### src/design/slfc_pkg.sv
`timescale 1ns / 1ps
// ----------------------------------------------------------------------------
// slfc_pkg - shared types and constants of the sensor link frame codec
// Item and job layouts, frame bytes, measurement frame positions, queue sizing.
// ----------------------------------------------------------------------------
package slfc_pkg;

  localparam int MAX_PAYLOAD    = 5;
  localparam int PAY_FIELDS     = 5;
  localparam int PAY_CAP        = (MAX_PAYLOAD < PAY_FIELDS) ? MAX_PAYLOAD : PAY_FIELDS;
  localparam int MEAS_FRAME_LEN = 12;

  // frame index runs over AA 99 cmd len payload csum AA AA
  localparam int IDX_W  = $clog2(PAY_CAP + 7);
  localparam int POS_W  = 4;
  localparam int LEN_W  = 3;

  localparam int Q_DEPTH = 2;
  localparam int QPTR_W  = (Q_DEPTH > 1) ? $clog2(Q_DEPTH) : 1;
  localparam int QCNT_W  = $clog2(Q_DEPTH + 1);

  // stream word layout
  localparam int IN_TDATA_W  = 64;
  localparam int IN_TUSER_W  = 3;
  localparam int IN_LEN_LSB  = 8;
  localparam int IN_PAY_LSB  = 11;
  localparam int IN_RX_LSB   = IN_PAY_LSB + 8 * PAY_FIELDS;
  localparam int OUT_TDATA_W = 40;
  localparam int OUT_TUSER_W = 2;

  typedef logic [IDX_W-1:0]  idx_t;
  typedef logic [POS_W-1:0]  pos_t;
  typedef logic [LEN_W-1:0]  len_t;
  typedef logic [QPTR_W-1:0] qptr_t;
  typedef logic [QCNT_W-1:0] qcnt_t;

  localparam logic [7:0] BYTE_SYNC     = 8'hAA;
  localparam logic [7:0] BYTE_CMD_MARK = 8'h99;
  localparam logic [7:0] BYTE_ACK_TAIL = 8'h79;
  localparam logic [7:0] BYTE_ONES     = 8'hFF;

  localparam pos_t MEAS_LAST_POS = pos_t'(MEAS_FRAME_LEN - 1);
  localparam pos_t TEMP_HI_POS   = pos_t'(7);
  localparam pos_t TEMP_LO_POS   = pos_t'(8);
  localparam pos_t HUM_POS       = pos_t'(10);

  typedef enum logic [1:0] {
    ACT_SEND = 2'd0,
    ACT_MEAS = 2'd1,
    ACT_ACK  = 2'd2
  } action_t;

  typedef enum logic [1:0] {
    KIND_TX   = 2'd0,
    KIND_MEAS = 2'd1,
    KIND_ACK  = 2'd2
  } kind_t;

  typedef struct packed {
    action_t                    action;
    logic [7:0]                 cmd;
    len_t                       payload_len;
    logic [PAY_FIELDS-1:0][7:0] pay;
    logic [7:0]                 rx_byte;
    logic                       rx_first;
    logic                       rx_end;
  } in_item_t;

  typedef struct packed {
    kind_t                      kind;
    logic [7:0]                 cmd;
    len_t                       len;
    logic [PAY_FIELDS-1:0][7:0] pay;
    logic [7:0]                 csum;
    logic [15:0]                temp;
    logic [7:0]                 hum;
    logic                       cks_ok;
    logic                       ack_ok;
  } job_t;

  typedef struct packed {
    logic push;
    job_t job;
  } job_req_t;

  typedef struct packed {
    logic valid;
    job_t job;
  } job_head_t;

endpackage

### src/design/slfc_front.sv
`timescale 1ns / 1ps
// ----------------------------------------------------------------------------
// slfc_front - item classifier
// Track measurement and acknowledge frames and turn each result-bearing item into a job.
// ----------------------------------------------------------------------------
module slfc_front (
  input  logic                clk,
  input  logic                rst_n,
  input  logic                accept,
  input  slfc_pkg::in_item_t  item,
  output slfc_pkg::job_req_t  req
);

  slfc_pkg::pos_t pos_r, pos_nxt;
  logic [7:0]     xor_r, xor_nxt;
  logic [7:0]     temp_hi_r, temp_hi_nxt;
  logic [7:0]     temp_lo_r, temp_lo_nxt;
  logic [7:0]     hum_r, hum_nxt;
  logic           head_good_r, head_good_nxt;

  slfc_pkg::len_t len_sat;
  logic [7:0]     csum;
  logic           head_now;

  // saturate length and fold the checksum of a send item
  always_comb begin
    logic [7:0] x;
    len_sat = (item.payload_len > slfc_pkg::len_t'(slfc_pkg::PAY_CAP)) ?
              slfc_pkg::len_t'(slfc_pkg::PAY_CAP) : item.payload_len;
    x = item.cmd ^ {5'b0, len_sat};
    for (int i = 0; i < slfc_pkg::PAY_FIELDS; i++) begin
      if (slfc_pkg::len_t'(i) < len_sat) begin
        x = x ^ item.pay[i];
      end
    end
    csum = slfc_pkg::BYTE_ONES ^ x;
  end

  assign head_now = item.rx_first ? (item.rx_byte == slfc_pkg::BYTE_SYNC) : head_good_r;

  always_comb begin
    pos_nxt       = pos_r;
    xor_nxt       = xor_r;
    temp_hi_nxt   = temp_hi_r;
    temp_lo_nxt   = temp_lo_r;
    hum_nxt       = hum_r;
    head_good_nxt = head_good_r;
    req           = '0;
    req.job.cmd   = item.cmd;
    req.job.len   = len_sat;
    req.job.pay   = item.pay;
    req.job.csum  = csum;
    if (accept) begin
      unique case (item.action)
        slfc_pkg::ACT_SEND: begin
          req.push     = 1'b1;
          req.job.kind = slfc_pkg::KIND_TX;
        end
        slfc_pkg::ACT_MEAS: begin
          if (pos_r >= slfc_pkg::MEAS_LAST_POS) begin
            req.push       = 1'b1;
            req.job.kind   = slfc_pkg::KIND_MEAS;
            req.job.temp   = {temp_hi_r, temp_lo_r};
            req.job.hum    = hum_r;
            req.job.cks_ok = ((slfc_pkg::BYTE_ONES ^ xor_r) == item.rx_byte);
            pos_nxt        = '0;
            xor_nxt        = '0;
          end else begin
            if (pos_r == slfc_pkg::TEMP_HI_POS) temp_hi_nxt = item.rx_byte;
            if (pos_r == slfc_pkg::TEMP_LO_POS) temp_lo_nxt = item.rx_byte;
            if (pos_r == slfc_pkg::HUM_POS)     hum_nxt     = item.rx_byte;
            xor_nxt = xor_r ^ item.rx_byte;
            pos_nxt = pos_r + slfc_pkg::pos_t'(1);
          end
        end
        slfc_pkg::ACT_ACK: begin
          head_good_nxt = head_now;
          if (item.rx_end) begin
            req.push       = 1'b1;
            req.job.kind   = slfc_pkg::KIND_ACK;
            req.job.ack_ok = head_now && (item.rx_byte == slfc_pkg::BYTE_ACK_TAIL);
          end
        end
        default: begin
        end
      endcase
    end
  end

  always_ff @(posedge clk) begin
    if (!rst_n) begin
      pos_r       <= '0;
      xor_r       <= '0;
      head_good_r <= 1'b0;
    end else begin
      pos_r       <= pos_nxt;
      xor_r       <= xor_nxt;
      head_good_r <= head_good_nxt;
    end
  end

  // capture bytes are always written before a verdict reads them
  always_ff @(posedge clk) begin
    temp_hi_r <= temp_hi_nxt;
    temp_lo_r <= temp_lo_nxt;
    hum_r     <= hum_nxt;
  end

endmodule

### src/design/slfc_queue.sv
`timescale 1ns / 1ps
// ----------------------------------------------------------------------------
// slfc_queue - job queue
// Short FIFO of jobs between the classifier and the serializer.
// ----------------------------------------------------------------------------
module slfc_queue (
  input  logic                clk,
  input  logic                rst_n,
  input  slfc_pkg::job_req_t  req,
  input  logic                pop,
  output slfc_pkg::job_head_t head,
  output logic                full
);

  slfc_pkg::job_t  mem_r [slfc_pkg::Q_DEPTH];
  slfc_pkg::qptr_t wr_ptr_r, wr_ptr_nxt;
  slfc_pkg::qptr_t rd_ptr_r, rd_ptr_nxt;
  slfc_pkg::qcnt_t cnt_r, cnt_nxt;

  function automatic slfc_pkg::qptr_t ptr_inc(input slfc_pkg::qptr_t p);
    ptr_inc = (p == slfc_pkg::qptr_t'(slfc_pkg::Q_DEPTH - 1)) ? '0 : p + slfc_pkg::qptr_t'(1);
  endfunction

  assign full       = (cnt_r == slfc_pkg::qcnt_t'(slfc_pkg::Q_DEPTH));
  assign head.valid = (cnt_r != '0);
  assign head.job   = mem_r[rd_ptr_r];

  always_comb begin
    wr_ptr_nxt = req.push ? ptr_inc(wr_ptr_r) : wr_ptr_r;
    rd_ptr_nxt = pop ? ptr_inc(rd_ptr_r) : rd_ptr_r;
    unique case ({req.push, pop})
      2'b10:   cnt_nxt = cnt_r + slfc_pkg::qcnt_t'(1);
      2'b01:   cnt_nxt = cnt_r - slfc_pkg::qcnt_t'(1);
      default: cnt_nxt = cnt_r;
    endcase
  end

  always_ff @(posedge clk) begin
    if (!rst_n) begin
      wr_ptr_r <= '0;
      rd_ptr_r <= '0;
      cnt_r    <= '0;
    end else begin
      wr_ptr_r <= wr_ptr_nxt;
      rd_ptr_r <= rd_ptr_nxt;
      cnt_r    <= cnt_nxt;
    end
  end

  always_ff @(posedge clk) begin
    if (req.push) begin
      mem_r[wr_ptr_r] <= req.job;
    end
  end

  a_no_overflow: assert property (@(posedge clk) disable iff (!rst_n)
    !(req.push && full))
    else $error("job pushed into a full queue");

  a_no_underflow: assert property (@(posedge clk) disable iff (!rst_n)
    !(pop && !head.valid))
    else $error("job popped from an empty queue");

endmodule

### src/design/slfc_back.sv
`timescale 1ns / 1ps
// ----------------------------------------------------------------------------
// slfc_back - result serializer
// Walk a send job byte by byte, pass verdicts, hold the result word register.
// ----------------------------------------------------------------------------
module slfc_back (
  input  logic                                   clk,
  input  logic                                   rst_n,
  input  slfc_pkg::job_head_t                    head,
  output logic                                   pop,
  output logic                                   out_tvalid,
  input  logic                                   out_tready,
  output logic [slfc_pkg::OUT_TDATA_W-1:0]       out_tdata,
  output logic [slfc_pkg::OUT_TUSER_W-1:0]       out_tuser,
  output logic                                   out_tlast
);

  slfc_pkg::idx_t  idx_r, idx_nxt;
  logic            valid_r, valid_nxt;
  slfc_pkg::kind_t kind_r, kind_nxt;
  logic [7:0]      tx_r, tx_nxt;
  logic            last_r, last_nxt;
  logic [15:0]     temp_r, temp_nxt;
  logic [7:0]      hum_r, hum_nxt;
  logic            cks_r, cks_nxt;
  logic            ack_r, ack_nxt;

  logic            load;
  slfc_pkg::idx_t  pidx;
  slfc_pkg::idx_t  len_ext;
  slfc_pkg::idx_t  last_idx;
  logic [7:0]      frame_byte;
  logic [7:0]      pay_byte;

  assign load     = !valid_r || out_tready;
  assign len_ext  = slfc_pkg::idx_t'(head.job.len);
  assign last_idx = len_ext + slfc_pkg::idx_t'(6);
  assign pidx     = idx_r - slfc_pkg::idx_t'(4);

  always_comb begin
    pay_byte = '0;
    for (int i = 0; i < slfc_pkg::PAY_FIELDS; i++) begin
      if (pidx == slfc_pkg::idx_t'(i)) pay_byte = head.job.pay[i];
    end
  end

  // byte at the current frame position
  always_comb begin
    priority if (idx_r == slfc_pkg::idx_t'(0)) frame_byte = slfc_pkg::BYTE_SYNC;
    else if (idx_r == slfc_pkg::idx_t'(1))     frame_byte = slfc_pkg::BYTE_CMD_MARK;
    else if (idx_r == slfc_pkg::idx_t'(2))     frame_byte = head.job.cmd;
    else if (idx_r == slfc_pkg::idx_t'(3))     frame_byte = {5'b0, head.job.len};
    else if (pidx < len_ext)                   frame_byte = pay_byte;
    else if (pidx == len_ext)                  frame_byte = head.job.csum;
    else                                       frame_byte = slfc_pkg::BYTE_SYNC;
  end

  always_comb begin
    idx_nxt   = idx_r;
    valid_nxt = valid_r;
    kind_nxt  = kind_r;
    tx_nxt    = tx_r;
    last_nxt  = last_r;
    temp_nxt  = temp_r;
    hum_nxt   = hum_r;
    cks_nxt   = cks_r;
    ack_nxt   = ack_r;
    pop       = 1'b0;
    if (load) begin
      valid_nxt = head.valid;
      if (head.valid) begin
        kind_nxt = head.job.kind;
        tx_nxt   = '0;
        last_nxt = 1'b0;
        temp_nxt = '0;
        hum_nxt  = '0;
        cks_nxt  = 1'b0;
        ack_nxt  = 1'b0;
        unique case (head.job.kind)
          slfc_pkg::KIND_TX: begin
            tx_nxt = frame_byte;
            if (idx_r == last_idx) begin
              last_nxt = 1'b1;
              pop      = 1'b1;
              idx_nxt  = '0;
            end else begin
              idx_nxt = idx_r + slfc_pkg::idx_t'(1);
            end
          end
          slfc_pkg::KIND_MEAS: begin
            temp_nxt = head.job.temp;
            hum_nxt  = head.job.hum;
            cks_nxt  = head.job.cks_ok;
            pop      = 1'b1;
          end
          slfc_pkg::KIND_ACK: begin
            ack_nxt = head.job.ack_ok;
            pop     = 1'b1;
          end
          default: begin
            pop = 1'b1;
          end
        endcase
      end
    end
  end

  always_ff @(posedge clk) begin
    if (!rst_n) begin
      idx_r   <= '0;
      valid_r <= 1'b0;
    end else begin
      idx_r   <= idx_nxt;
      valid_r <= valid_nxt;
    end
  end

  always_ff @(posedge clk) begin
    kind_r <= kind_nxt;
    tx_r   <= tx_nxt;
    last_r <= last_nxt;
    temp_r <= temp_nxt;
    hum_r  <= hum_nxt;
    cks_r  <= cks_nxt;
    ack_r  <= ack_nxt;
  end

  assign out_tvalid = valid_r;
  assign out_tuser  = kind_r;
  assign out_tlast  = last_r;
  assign out_tdata  = {{(slfc_pkg::OUT_TDATA_W - 34){1'b0}}, ack_r, cks_r, hum_r, temp_r, tx_r};

  a_idx_range: assert property (@(posedge clk) disable iff (!rst_n)
    idx_r <= slfc_pkg::idx_t'(slfc_pkg::PAY_CAP + 6))
    else $error("frame index past the closing sync byte");

  a_last_is_tx: assert property (@(posedge clk) disable iff (!rst_n)
    (valid_r && last_r) |-> (kind_r == slfc_pkg::KIND_TX))
    else $error("last flag on a verdict word");

  a_verdict_clean: assert property (@(posedge clk) disable iff (!rst_n)
    (valid_r && kind_r != slfc_pkg::KIND_TX) |-> (tx_r == '0 && !last_r))
    else $error("verdict word carries a transmit byte");

  a_pop_ends_frame: assert property (@(posedge clk) disable iff (!rst_n)
    (pop && head.job.kind == slfc_pkg::KIND_TX) |=> (valid_r && last_r && idx_r == '0))
    else $error("send job retired before its last byte");

endmodule

### src/design/sensor_link_frame_codec.sv
`timescale 1ns / 1ps
// ----------------------------------------------------------------------------
// sensor_link_frame_codec - sensor link framing engine
// Build command frames and check measurement and acknowledge responses.
// ----------------------------------------------------------------------------
// Path: the accepting edge writes the item's job into the job queue; the job
//   is then loaded into the output register once that register is free.
// Throughput: one input word per cycle while the two-entry job queue has room;
//   one result word per cycle while out_tready is high. A send item yields its
//   saturated length + 7 words, so the serializer sets the send item rate.
// Reset: synchronous, active low; clears frame counters, running checksum,
//   acknowledge head flag, job queue and output valid. No clearing pass.
module sensor_link_frame_codec (
  input  logic                                 clk,
  input  logic                                 rst_n,
  // input stream
  input  logic                                 in_tvalid,
  output logic                                 in_tready,
  // cmd[7:0], payload_len[10:8], pay0[18:11], pay1[26:19], pay2[34:27],
  // pay3[42:35], pay4[50:43], rx_byte[58:51], zero fill [63:59]
  input  logic [slfc_pkg::IN_TDATA_W-1:0]      in_tdata,
  // action[1:0], rx_first[2]
  input  logic [slfc_pkg::IN_TUSER_W-1:0]      in_tuser,
  // rx_end
  input  logic                                 in_tlast,
  // result stream
  output logic                                 out_tvalid,
  input  logic                                 out_tready,
  // tx_byte[7:0], temperature_eighths[23:8], humidity_halves[31:24],
  // checksum_ok[32], ack_ok[33], zero fill [39:34]
  output logic [slfc_pkg::OUT_TDATA_W-1:0]     out_tdata,
  // kind[1:0]
  output logic [slfc_pkg::OUT_TUSER_W-1:0]     out_tuser,
  // last
  output logic                                 out_tlast
);

  slfc_pkg::in_item_t  item;
  slfc_pkg::job_req_t  req;
  slfc_pkg::job_head_t head;
  logic                accept;
  logic                pop;
  logic                q_full;

  // Unpack the input word into the item fields.
  always_comb begin
    item.action      = slfc_pkg::action_t'(in_tuser[1:0]);
    item.rx_first    = in_tuser[2];
    item.rx_end      = in_tlast;
    item.cmd         = in_tdata[7:0];
    item.payload_len = in_tdata[slfc_pkg::IN_LEN_LSB +: slfc_pkg::LEN_W];
    for (int i = 0; i < slfc_pkg::PAY_FIELDS; i++) begin
      item.pay[i] = in_tdata[slfc_pkg::IN_PAY_LSB + 8 * i +: 8];
    end
    item.rx_byte     = in_tdata[slfc_pkg::IN_RX_LSB +: 8];
  end

  // Take a word whenever the queue has a free slot; items that yield no
  // result pass through the classifier without touching the queue.
  assign in_tready = !q_full;
  assign accept    = in_tvalid && in_tready;

  // Classify: update frame trackers, form one job per result-bearing item.
  slfc_front u_front (
    .clk    (clk),
    .rst_n  (rst_n),
    .accept (accept),
    .item   (item),
    .req    (req)
  );

  // Decouple classifier and serializer so each stalls on its own.
  slfc_queue u_queue (
    .clk   (clk),
    .rst_n (rst_n),
    .req   (req),
    .pop   (pop),
    .head  (head),
    .full  (q_full)
  );

  // Serialize send jobs, forward verdicts, hold the output register.
  slfc_back u_back (
    .clk        (clk),
    .rst_n      (rst_n),
    .head       (head),
    .pop        (pop),
    .out_tvalid (out_tvalid),
    .out_tready (out_tready),
    .out_tdata  (out_tdata),
    .out_tuser  (out_tuser),
    .out_tlast  (out_tlast)
  );

endmodule

### config.mk
export PLATFORM = sky130hd
export DESIGN_NAME = sensor_link_frame_codec
export DESIGN_NICKNAME = d
export VERILOG_FILES = /design/src/design/slfc_pkg.sv /design/src/design/slfc_front.sv /design/src/design/slfc_queue.sv /design/src/design/slfc_back.sv /design/src/design/sensor_link_frame_codec.sv
export SDC_FILE = /design/constraint.sdc
export NUM_CORES = 1
export LEC_CHECK = 0
export ABC_AREA = 1
export BUFFER_PORTS_ARGS = -buffer_cell sky130_fd_sc_hd__buf_4
export CORE_AREA = 4 4 171 173
export CTS_CLUSTER_DIAMETER = 100
export CTS_CLUSTER_SIZE = 25
export DETAILED_ROUTE_END_ITERATION = 8
export DIE_AREA = 0 0 175 177
export GPL_TIMING_DRIVEN = 1
export PLACE_DENSITY = 0.59
export SLEW_MARGIN = 20
export SYNTH_ARGS = -nofsm -noshare
export SYNTH_HDL_FRONTEND = slang
export SYNTH_HIERARCHICAL = 1
export SYNTH_SLANG_ARGS = --single-unit
### constraint.sdc
create_clock -name clk -period 8.1 [get_ports clk]
set_input_delay 2.43 -clock clk [delete_from_list [all_inputs] [get_ports clk]]
set_output_delay 2.43 -clock clk [all_outputs]
set_load 0.03 [all_outputs]
Yosys cells after proc, flatten, opt, wreduce, memory -nomap -nowiden
Memories as Yosys holds them, arrays and structs flattened. A register that Yosys moved wholly into a read port is not among the register bits.
Index checks and enable logic that the tools add are counted.
Widths: inputs -> output; s select.

word-level totals
  register bits after elaboration = 83
  bits in writable memories = 174
  input bits = 72
  output and inout bits = 45
  word-level logic and storage cells = 131
  memories kept = 1

cells by class
  add/subtract/negate cells = 8
  order comparisons = 8
  equal/unequal tests = 22
  muxes and demuxes = 41
  bitwise gates (word level) = 11
  reductions and logical operators = 20

memories
  name           depth  width  read ports  clocked after memory_dff  write ports  line              source
  u_queue.mem_r  2      87     1           1                         1            slfc_queue.sv:15  slfc_pkg::job_t mem_r [slfc_pkg::Q_DEPTH];

operators with widths
  kind                 number
  $mux 8               17
  $mux 25              2
  $xor 8x8->8          6
  $mux 26              1
  $eq 4x2->1 const B   4
  $not 8->8            2
  $mux 1               13
  $mux 3               4
  $reduce_and 4->1     3
  $pmux 3 s3           1
  $add 4x1->4 const B  2
  $eq 2x2->1 const B   4
  $eq 4x1->1 const B   2
  $eq 4x3->1 const B   2
  $eq 4x4->1 const B   2
  $eq 8x7->1 const B   1
  $eq 8x8->1           1
  $eq 8x8->1 const B   1
  $logic_not 4->1      2
  $mux 4               2
  $xor 8x3->8          1
  $eq 2x1->1 const B   3
  $lt 1x3->1 const A   2
  $lt 2x3->1 const A   2
  22 further kinds     30

Logic depth before layout (Yosys ltp)
Gate-level depths: netlist of the first run.

  depth after elaboration = 14
  mapped depth = 15
  gate-level depth less buffers = 14

Modules after synthesis
The synthesis of the first run kept the hierarchy.

by module, submodules not included
  module                   instances  cells an instance  area each (µm²)  seq. area each (µm²)
  slfc_queue               1          306                6625.1           5325.1
  slfc_front               1          439                3047.9           980.9
  slfc_back                1          341                2661.3           1211.2
  sensor_link_frame_codec  1          3                  13.8             0.0

Worst setup path after synthesis of the first run
Ideal clock, no wire load.

  kind = input to register
  start point = input in_tvalid
  end point = memory u_queue/mem_r[0][0] (netlist bit), enable pin
  library setup time = 0.533 ns
  arrival = 6.706 ns
  required time = 7.567 ns
  slack = 0.861 ns
  stages = 6
  path buffers = 0
  cell sequence = inv_1 nor2_2 inv_2 a211oi_1 inv_1 nor2_1

RTL lines
  element      line                           source
  from (decl)  sensor_link_frame_codec.sv:17  input logic in_tvalid,
  to (decl)    slfc_queue.sv:15

==> run_results.csv, run 1 <==
group,metric,value,unit
timing,max_freq,221,MHz
clock_tree,cts.clk_slew.worst_paths,0.10,ns
yosys,synth.lib_cells_used.distinct,44,
timing,period_share,0.559,
clock_tree,post_cts.resized_instances,0,
yosys,synth_edf_count,235,
timing,setup_viol_count_final,0,
route,drt-vias-per-instance,4.77,
floorplan,fp.dieW,175,um
yosys,ys_warn_count,6,
floorplan,ios,117,
worst_setup_path,critPathMaxFanout,45,
place,place_hpwl,16700,um
clock_tree,cts_max_level,1,
worst_setup_path,startpoint_type,"primary input",
route,drc_marker_count_from_the_first_detailed_route_iteration,477,
worst_setup_path,worst_path_dominant_cell_family,"buffers and inverters",
floorplan,placementRows,61,
worst_setup_path,timing.critical_path.buf_inv,5,
worst_setup_path,criticalPathCategory,"primary input to register",
yosys,synth.largest_area_cell,"sky130_fd_sc_hd__edfxtp_1",
cells_and_area,finish.utilization,0.488,
place,placement.io_buffers,105,
cells_and_area,post-route-cell-area,0.0135,mm2
timing,finalCriticalPeriod,4.53,ns
floorplan,start_util,0.447,
yosys,total_of_flip_flops_plus_latches_after_synthesis,258,
cells_and_area,syn_to_final_growth,9.13,%
global_route,first_global_vias,7067,
route,antenna_violating_nets_post_route,0,
yosys,ys_top_cells_by_count,"sky130_fd_sc_hd__edfxtp_1, sky130_fd_sc_hd__nand2_1, sky130_fd_sc_hd__inv_1, sky130_fd_sc_hd__nor2_1, sky130_fd_sc_hd__nand3_1",
route,firstDrtPassIters,5,
worst_setup_path,critical_path_required,8.22,ns
yosys,yosys-top-cells-area,"sky130_fd_sc_hd__edfxtp_1, sky130_fd_sc_hd__nand2_1, sky130_fd_sc_hd__mux2_2, sky130_fd_sc_hd__inv_1, sky130_fd_sc_hd__dfxtp_1",
route,wl_per_cell,16.5,um
clock_tree,clock_tree.root_cell,"sky130_fd_sc_hd__clkbuf_16",
worst_setup_path,crit_cells,8,
route,drcViolationCount,0,
global_route,antenna_found_initial,1,
timing,max_slew.worst_pin.slew,0.896,ns
timing,finClkSkew,0.0245,ns
yosys,synth.cell_area,0.0123,mm2
yosys,postSynth.topFlopCell,"sky130_fd_sc_hd__edfxtp_1",
cells_and_area,diodes,0,
clock_tree,post_cts.repair.setup_buffers,0,
route,route.vias.total,7276,
timing,hold_ws,0.485,ns
worst_hold_path,hold_path_class,"register to register",
worst_setup_path,timing.critical_path.arrival,4.65,ns
cells_and_area,proportion_of_layout_cells_with_a_drive_suffix_above_1,0.229,
yosys,ys_async_sr_fraction,0,
global_route,grt_max_degree,49,
cells_and_area,final_net_count,1227,
worst_setup_path,crit_path_cell_trace,"buf_4 -> inv_1 -> nor2_2 -> inv_2 -> a211oi_1 -> nand2_1 -> clkinv_2 -> buf_4",
yosys,fraction_of_synthesized_cell_area_taken_by_the_top_area_cell_type,0.571,
timing,timing_max_transition_violations_final,0,
power,peak_supply_drop,0.149,mV
worst_setup_path,crit_top_cell,"sky130_fd_sc_hd__buf_4",
worst_setup_path,ff2ff_path_depth,13,
power,power_leakage,5.55,nW
yosys,most_frequent_cell_after_synthesis,"sky130_fd_sc_hd__edfxtp_1",
status,result_of_the_run,"complete, no violations",
clock_tree,post_cts_hold_buffer_count,0,
timing,grt_setup_unrepaired,"no",
worst_setup_path,critical_path_end_type,"register",
yosys,ys_seq_area_frac,0.609,
worst_hold_path,min_path_cells,2,
place,placement.cell_area,0.0131,mm2
job,max_cap_violations,0,
global_route,global_route_total_overflow,0,
floorplan,design.die.area,0.0310,mm2
floorplan,die_height,177,um
route,drt-total-wl,25200,um
clock_tree,tritoncts,"built",
clock_tree,cts_buffer_depth,3,
floorplan,floorplan.core_area,0.0276,mm2
worst_setup_path,cpMaxStageDelayCell,"sky130_fd_sc_hd__buf_4",
clock_tree,clock-sinks,258,
worst_setup_path,timing.critical_path.slowest_cell_delay,0.67,ns
timing,timing.max_slew.rel_slack,0.402,
yosys,average_footprint_of_a_synthesized_cell,11.3,um2
clock_tree,cts_inserted_buffers,14,
global_route,global_route_wire_length_before_repair,39300,um
global_route,grtUsageTotal,0.162,
yosys,postSynthCellCount,1089,
power,power_density,261,mW/mm2
clock_tree,clock_latency_late_sink,0.49,ns
timing,final.setup.tns,0,ns
place,gp_routability_congestion,0.797,
timing,finalHoldViolCount,0,
==> layout by cell type (no fill, tap or decap), types with 2 or more instances in the layout <==
| cell type | count |
|---|---|
| sky130_fd_sc_hd__a211oi_1 | 3 |
| sky130_fd_sc_hd__mux2_4 | 30 |
| sky130_fd_sc_hd__or2_0 | 2 |
| sky130_fd_sc_hd__inv_1 | 135 |
| sky130_fd_sc_hd__xnor2_1 | 3 |
| sky130_fd_sc_hd__nor2_4 | 6 |
| sky130_fd_sc_hd__nand2_1 | 215 |
| sky130_fd_sc_hd__buf_4 | 111 |
| sky130_fd_sc_hd__a21oi_2 | 3 |
| sky130_fd_sc_hd__o21ai_0 | 10 |
| sky130_fd_sc_hd__conb_1 | 6 |
| sky130_fd_sc_hd__nand3_1 | 58 |
| sky130_fd_sc_hd__ha_1 | 15 |
| sky130_fd_sc_hd__nor2_1 | 103 |
| sky130_fd_sc_hd__nor4_1 | 2 |
| sky130_fd_sc_hd__mux2_2 | 57 |
| sky130_fd_sc_hd__clkbuf_16 | 15 |
| sky130_fd_sc_hd__nand3b_1 | 2 |
| sky130_fd_sc_hd__xor2_1 | 13 |
| sky130_fd_sc_hd__nand2_4 | 7 |
| sky130_fd_sc_hd__nor3_1 | 3 |
| sky130_fd_sc_hd__o21ai_1 | 2 |
| sky130_fd_sc_hd__nor2_2 | 6 |
| sky130_fd_sc_hd__nand4_1 | 8 |
| sky130_fd_sc_hd__a21oi_1 | 34 |
| sky130_fd_sc_hd__edfxtp_1 | 235 |
| sky130_fd_sc_hd__inv_2 | 9 |
| sky130_fd_sc_hd__dfxtp_1 | 22 |
| sky130_fd_sc_hd__nand3b_4 | 2 |
| sky130_fd_sc_hd__clkbuf_1 | 6 |
| sky130_fd_sc_hd__nand2_2 | 6 |
| sky130_fd_sc_hd__nand3_2 | 2 |
| sky130_fd_sc_hd__or2_2 | 2 |
==> area by class of cell <==
cell class / count / area, um2
Tap cell: 378 / 473
Timing Repair Buffer: 111 / 833
Fill cell: 2556 / 14200
Clock buffer: 21 / 398
Sequential cell: 258 / 7520
Multi-Input combinational cell: 608 / 3670
Inverter: 147 / 561
Clock inverter: 1 / 16.3
==> cell families after synthesis <==
| logic type | Yosys count | share of synthesized area |
|---|---|---|
| xor+xnor | 16 | 0.0113 |
| simple gates | 426 | 0.154 |
| mux | 87 | 0.0885 |
| fa+ha+maj | 15 | 0.0152 |
| other cells | 1 | 0.000304 |
| compound gates | 58 | 0.0262 |
| buf+inv | 228 | 0.0959 |
| flops | 258 | 0.609 |
==> power breakdown <==
group          internal (W)  switching, W  leakage (nW)
combinational      0.000411      0.000614          3.02
sequential          0.00164     0.0000914          2.33
clock              0.000349      0.000408         0.199
==> final timing paths <==
kind                                                    start                              to  slack (ns)
worst max-delay path                                in_tvalid  u_queue/mem_r[1][32]$_DFFE_PP_        3.57
worst min-delay path            u_front/xor_r[2]$_SDFFE_PN0P_   u_front/xor_r[2]$_SDFFE_PN0P_        0.48
worst max register to register                       register   u_queue/cnt_r[1]$_SDFFE_PN0P_        4.42
worst min register to register  u_front/xor_r[2]$_SDFFE_PN0P_   u_front/xor_r[2]$_SDFFE_PN0P_        0.48
==> per-layer routing <==
metal,up-vias,wire [um],GRT usage
li1,3643,-,-
met1,3465,11600,0.227
met2,141,11900,0.272
met3,25,1190,0.0235
met4,2,391,0.0337
met5,-,8,0
==> stage by stage <==
stage	total power [W]	worst slack (ns)	instances
2_1_floorplan	0.00251	0.861	1094
3_3_place_gp	0.00280	3.05	1502
3_5_place_dp	0.00280	3.00	1502
4_1_cts	0.00356	3.51	1524
5_1_grt	0.00370	3.25	1524
6_report	0.00352	3.57	1524
==> worst reg2reg max path, stage by stage, from the launching register on <==
cell	delay (ns)
sky130_fd_sc_hd__dfxtp_4	0.79
sky130_fd_sc_hd__buf_4	0.78
sky130_fd_sc_hd__mux2_2	0.43
sky130_fd_sc_hd__inv_1	0.11
sky130_fd_sc_hd__ha_1	0.27
sky130_fd_sc_hd__nor2_1	0.13
sky130_fd_sc_hd__nand4_1	0.18
sky130_fd_sc_hd__a21oi_1	0.29
sky130_fd_sc_hd__ha_1	0.31
sky130_fd_sc_hd__inv_1	0.08
sky130_fd_sc_hd__nand2_1	0.05
sky130_fd_sc_hd__nor2_1	0.08
sky130_fd_sc_hd__nor2_1	0.05
sky130_fd_sc_hd__nor2_1	0.08
==> flip-flops by register name, indices dropped and copies added, names as in the netlist, named ones only <==
name / flops
u_queue/rd_ptr_r: 1
u_queue/mem_r: 174
u_back/out_tvalid: 1
u_back/idx_r: 4
u_front/hum_r: 8
u_back/tx_r: 8
u_back/cks_r: 1
u_queue/wr_ptr_r: 1
u_back/temp_r: 16
u_back/hum_r: 8
u_back/out_tuser: 2
u_front/xor_r: 8
u_front/head_good_r: 1
u_queue/cnt_r: 2
u_back/ack_r: 1
u_back/out_tlast: 1
u_front/pos_r: 4
u_front/temp_lo_r: 8
u_front/temp_hi_r: 8
No activity file was read; power rests on OpenSTA's default activity.
==> inputs of run 2 (changes only) <==
--- a/config.mk
+++ b/config.mk
@@ -13,7 +13,7 @@
 export DETAILED_ROUTE_END_ITERATION = 8
 export DIE_AREA = 0 0 175 177
 export GPL_TIMING_DRIVEN = 1
-export PLACE_DENSITY = 0.59
+export PLACE_DENSITY = 0.61
 export SLEW_MARGIN = 20
 export SYNTH_ARGS = -nofsm -noshare
 export SYNTH_HDL_FRONTEND = slang
==> constraint.sdc (replaced) <==
create_clock -name clk -period 4.13 [get_ports clk]
set_input_delay 1.239 -clock clk [delete_from_list [all_inputs] [get_ports clk]]
set_output_delay 1.239 -clock clk [all_outputs]
set_load 0.03 [all_outputs]
==> run 2 against run 1 <==
Compared with the run above: die area stayed put; worst setup slack worse by 2.3 ns; via count is 1.9% higher; hold slack worse by 0.0010 ns; non-clock buffer count is 2 higher; critical path depth is 4 higher; final cell count is 0.26% higher; sequential share of layout area is 0.25 points lower.
==> run_results.csv, run 2 (synthesized netlist as in run 1, its figures left out) <==
group,metric,value,unit
power,clock_power_share,0.216,
worst_setup_path,critical_path_end_type,"register",
timing,finClkSkew,0.0211,ns
cells_and_area,proportion_of_layout_cells_with_a_drive_suffix_above_1,0.230,
clock_tree,tritoncts,"built",
clock_tree,post_cts_hold_buffer_count,0,
cells_and_area,diodes,0,
route,firstDrtPassIters,5,
clock_tree,post_cts.repair.setup_buffers,0,
clock_tree,cts_inserted_buffers,14,
timing,grt_setup_unrepaired,"no",
place,gp_routability_congestion,0.816,
timing,period_share,0.682,
timing,finalCriticalPeriod,2.82,ns
timing,timing_max_transition_violations_final,0,
global_route,first_global_vias,7189,
cells_and_area,final_net_count,1229,
timing,finalHoldViolCount,0,
global_route,antenna_found_initial,0,
global_route,grt_max_degree,62,
worst_setup_path,critical_path_required,4.55,ns
cells_and_area,final-instance-count-excl-fill,1528,
clock_tree,cts.clk_slew.worst_paths,0.10,ns
worst_setup_path,timing.critical_path.arrival,3.24,ns
cells_and_area,registers.top_by_ff_count,"u_queue/mem_r",
power,totalPowerFinal,0.00691,W
power,peak_supply_drop,0.351,mV
power,power_leakage,5.57,nW
route,wl_per_cell,16.2,um
power,combPwrFrac,0.294,
route,antenna_violating_nets_post_route,0,
route,drc_marker_count_from_the_first_detailed_route_iteration,438,
floorplan,floorplan.core_area,0.0276,mm2
clock_tree,clock_latency_late_sink,0.48,ns
timing,setup_viol_count_final,0,
global_route,global_route_wire_length_before_repair,38900,um
timing,max_freq,355,MHz
place,place_inst,1504,
floorplan,placementRows,61,
status,result_of_the_run,"complete, no violations",
global_route,grtUsageTotal,0.159,
worst_setup_path,critPathMaxFanout,27,
route,route.vias.total,7413,
place,placement.io_buffers,105,
floorplan,ios,117,
worst_hold_path,hold_path_class,"register to register",
cells_and_area,largest_reg_flops,174,
power,internal-power,0.00473,W
clock_tree,cts_buffer_depth,3,
route,drcViolationCount,0,
cells_and_area,syn_to_final_growth,9.62,%
power,power.share.sequential,0.490,
timing,timing.max_slew.rel_slack,0.434,
global_route,global_route_total_overflow,0,
cells_and_area,reg_top3,"u_queue/mem_r (174), u_back/temp_r (16)",
cells_and_area,final_cell_mix,"sky130_fd_sc_hd__edfxtp_1, sky130_fd_sc_hd__nand2_1, sky130_fd_sc_hd__inv_1, sky130_fd_sc_hd__buf_4, sky130_fd_sc_hd__nor2_1",
clock_tree,post_cts.resized_instances,0,
power,net-switching-power,0.00218,W
timing,hold_ws,0.484,ns
power,power_density,510,mW/mm2
job,max_cap_violations,0,
route,drt-vias-per-instance,4.85,
clock_tree,cts_max_level,1,
cells_and_area,mostFrequentLayoutCell,"sky130_fd_sc_hd__edfxtp_1",
place,place_hpwl,16900,um
floorplan,start_util,0.447,
floorplan,fp.dieW,175,um
floorplan,die_height,177,um
timing,final.setup.tns,0,ns
clock_tree,clock_tree.root_cell,"sky130_fd_sc_hd__clkbuf_16",
timing,max_slew.worst_pin.slew,0.848,ns
clock_tree,clock-sinks,258,
power,sw_frac_of_total,0.315,
worst_setup_path,startpoint_type,"register",
worst_setup_path,criticalPathCategory,"register to register",
route,drt-total-wl,24800,um
floorplan,design.die.area,0.0310,mm2
==> run 2: area by class of cell <==
| type | count | area (um2) |
|---|---|---|
| clock buffer | 23 | 405 |
| clock inverter | 1 | 16.3 |
| fill | 2506 | 14100 |
| inverter | 147 | 561 |
| multi-input combinational | 608 | 3670 |
| sequential | 258 | 7520 |
| tap | 378 | 473 |
| timing repair buffer | 113 | 886 |
==> run 2: per-layer routing <==
metal / routed length [um] / share of wire / vias to the layer above / GRT usage
li1: - / - / 3657 / -
met2: 12300 / 0.50 / 171 / 0.272
met5: 0 / 0 / - / 0
met4: 565 / 0.023 / 0 / 0.0370
met1: 10600 / 0.43 / 3555 / 0.219
met3: 1290 / 0.052 / 30 / 0.0192
==> run 2: power groups by stage <==
stage / clock, W / sequential [W] / combinational, W
2_1_floorplan: 0 / 0.00369 / 0.00124
3_3_place_gp: 0 / 0.00344 / 0.00203
3_5_place_dp: 0 / 0.00344 / 0.00204
4_1_cts: 0.00155 / 0.00339 / 0.00206
5_1_grt: 0.00165 / 0.00341 / 0.00220
6_report: 0.00150 / 0.00338 / 0.00203
==> run 2: path summary, 6_finish.rpt <==
path                                  from                            end  slack [ns]  cells after the start
min          u_front/xor_r[1]$_SDFFE_PN0P_  u_front/xor_r[1]$_SDFFE_PN0P_        0.48                      2
max reg2reg                       register  u_queue/cnt_r[1]$_SDFFE_PN0P_        1.31                     12
max                               register  u_queue/cnt_r[1]$_SDFFE_PN0P_        1.31                     12
min reg2reg  u_front/xor_r[1]$_SDFFE_PN0P_  u_front/xor_r[1]$_SDFFE_PN0P_        0.48                      2
==> run 2: critical path, cell delays in order (launching register included) <==
cell and delay, ns:
sky130_fd_sc_hd__dfxtp_4 0.69, sky130_fd_sc_hd__mux2_2 0.39, sky130_fd_sc_hd__inv_1 0.11, sky130_fd_sc_hd__ha_1 0.28, sky130_fd_sc_hd__nor2_1 0.12, sky130_fd_sc_hd__nand4_1 0.17, sky130_fd_sc_hd__a21oi_1 0.30, sky130_fd_sc_hd__ha_1 0.32
sky130_fd_sc_hd__inv_1 0.08, sky130_fd_sc_hd__nand2_1 0.06, sky130_fd_sc_hd__nor2_1 0.08, sky130_fd_sc_hd__nor2_1 0.04, sky130_fd_sc_hd__nor2_1 0.09
==> run 2: through the flow <==
stage                     area (um2)   util  setup WS [ns]
after floorplan                12400      -         0.0962
after global placement         13100  0.475          0.937
after detailed placement       13100  0.475          0.931
after CTS                      13500  0.490           1.28
after global routing           13500  0.490           1.12
final                          13500  0.490           1.31
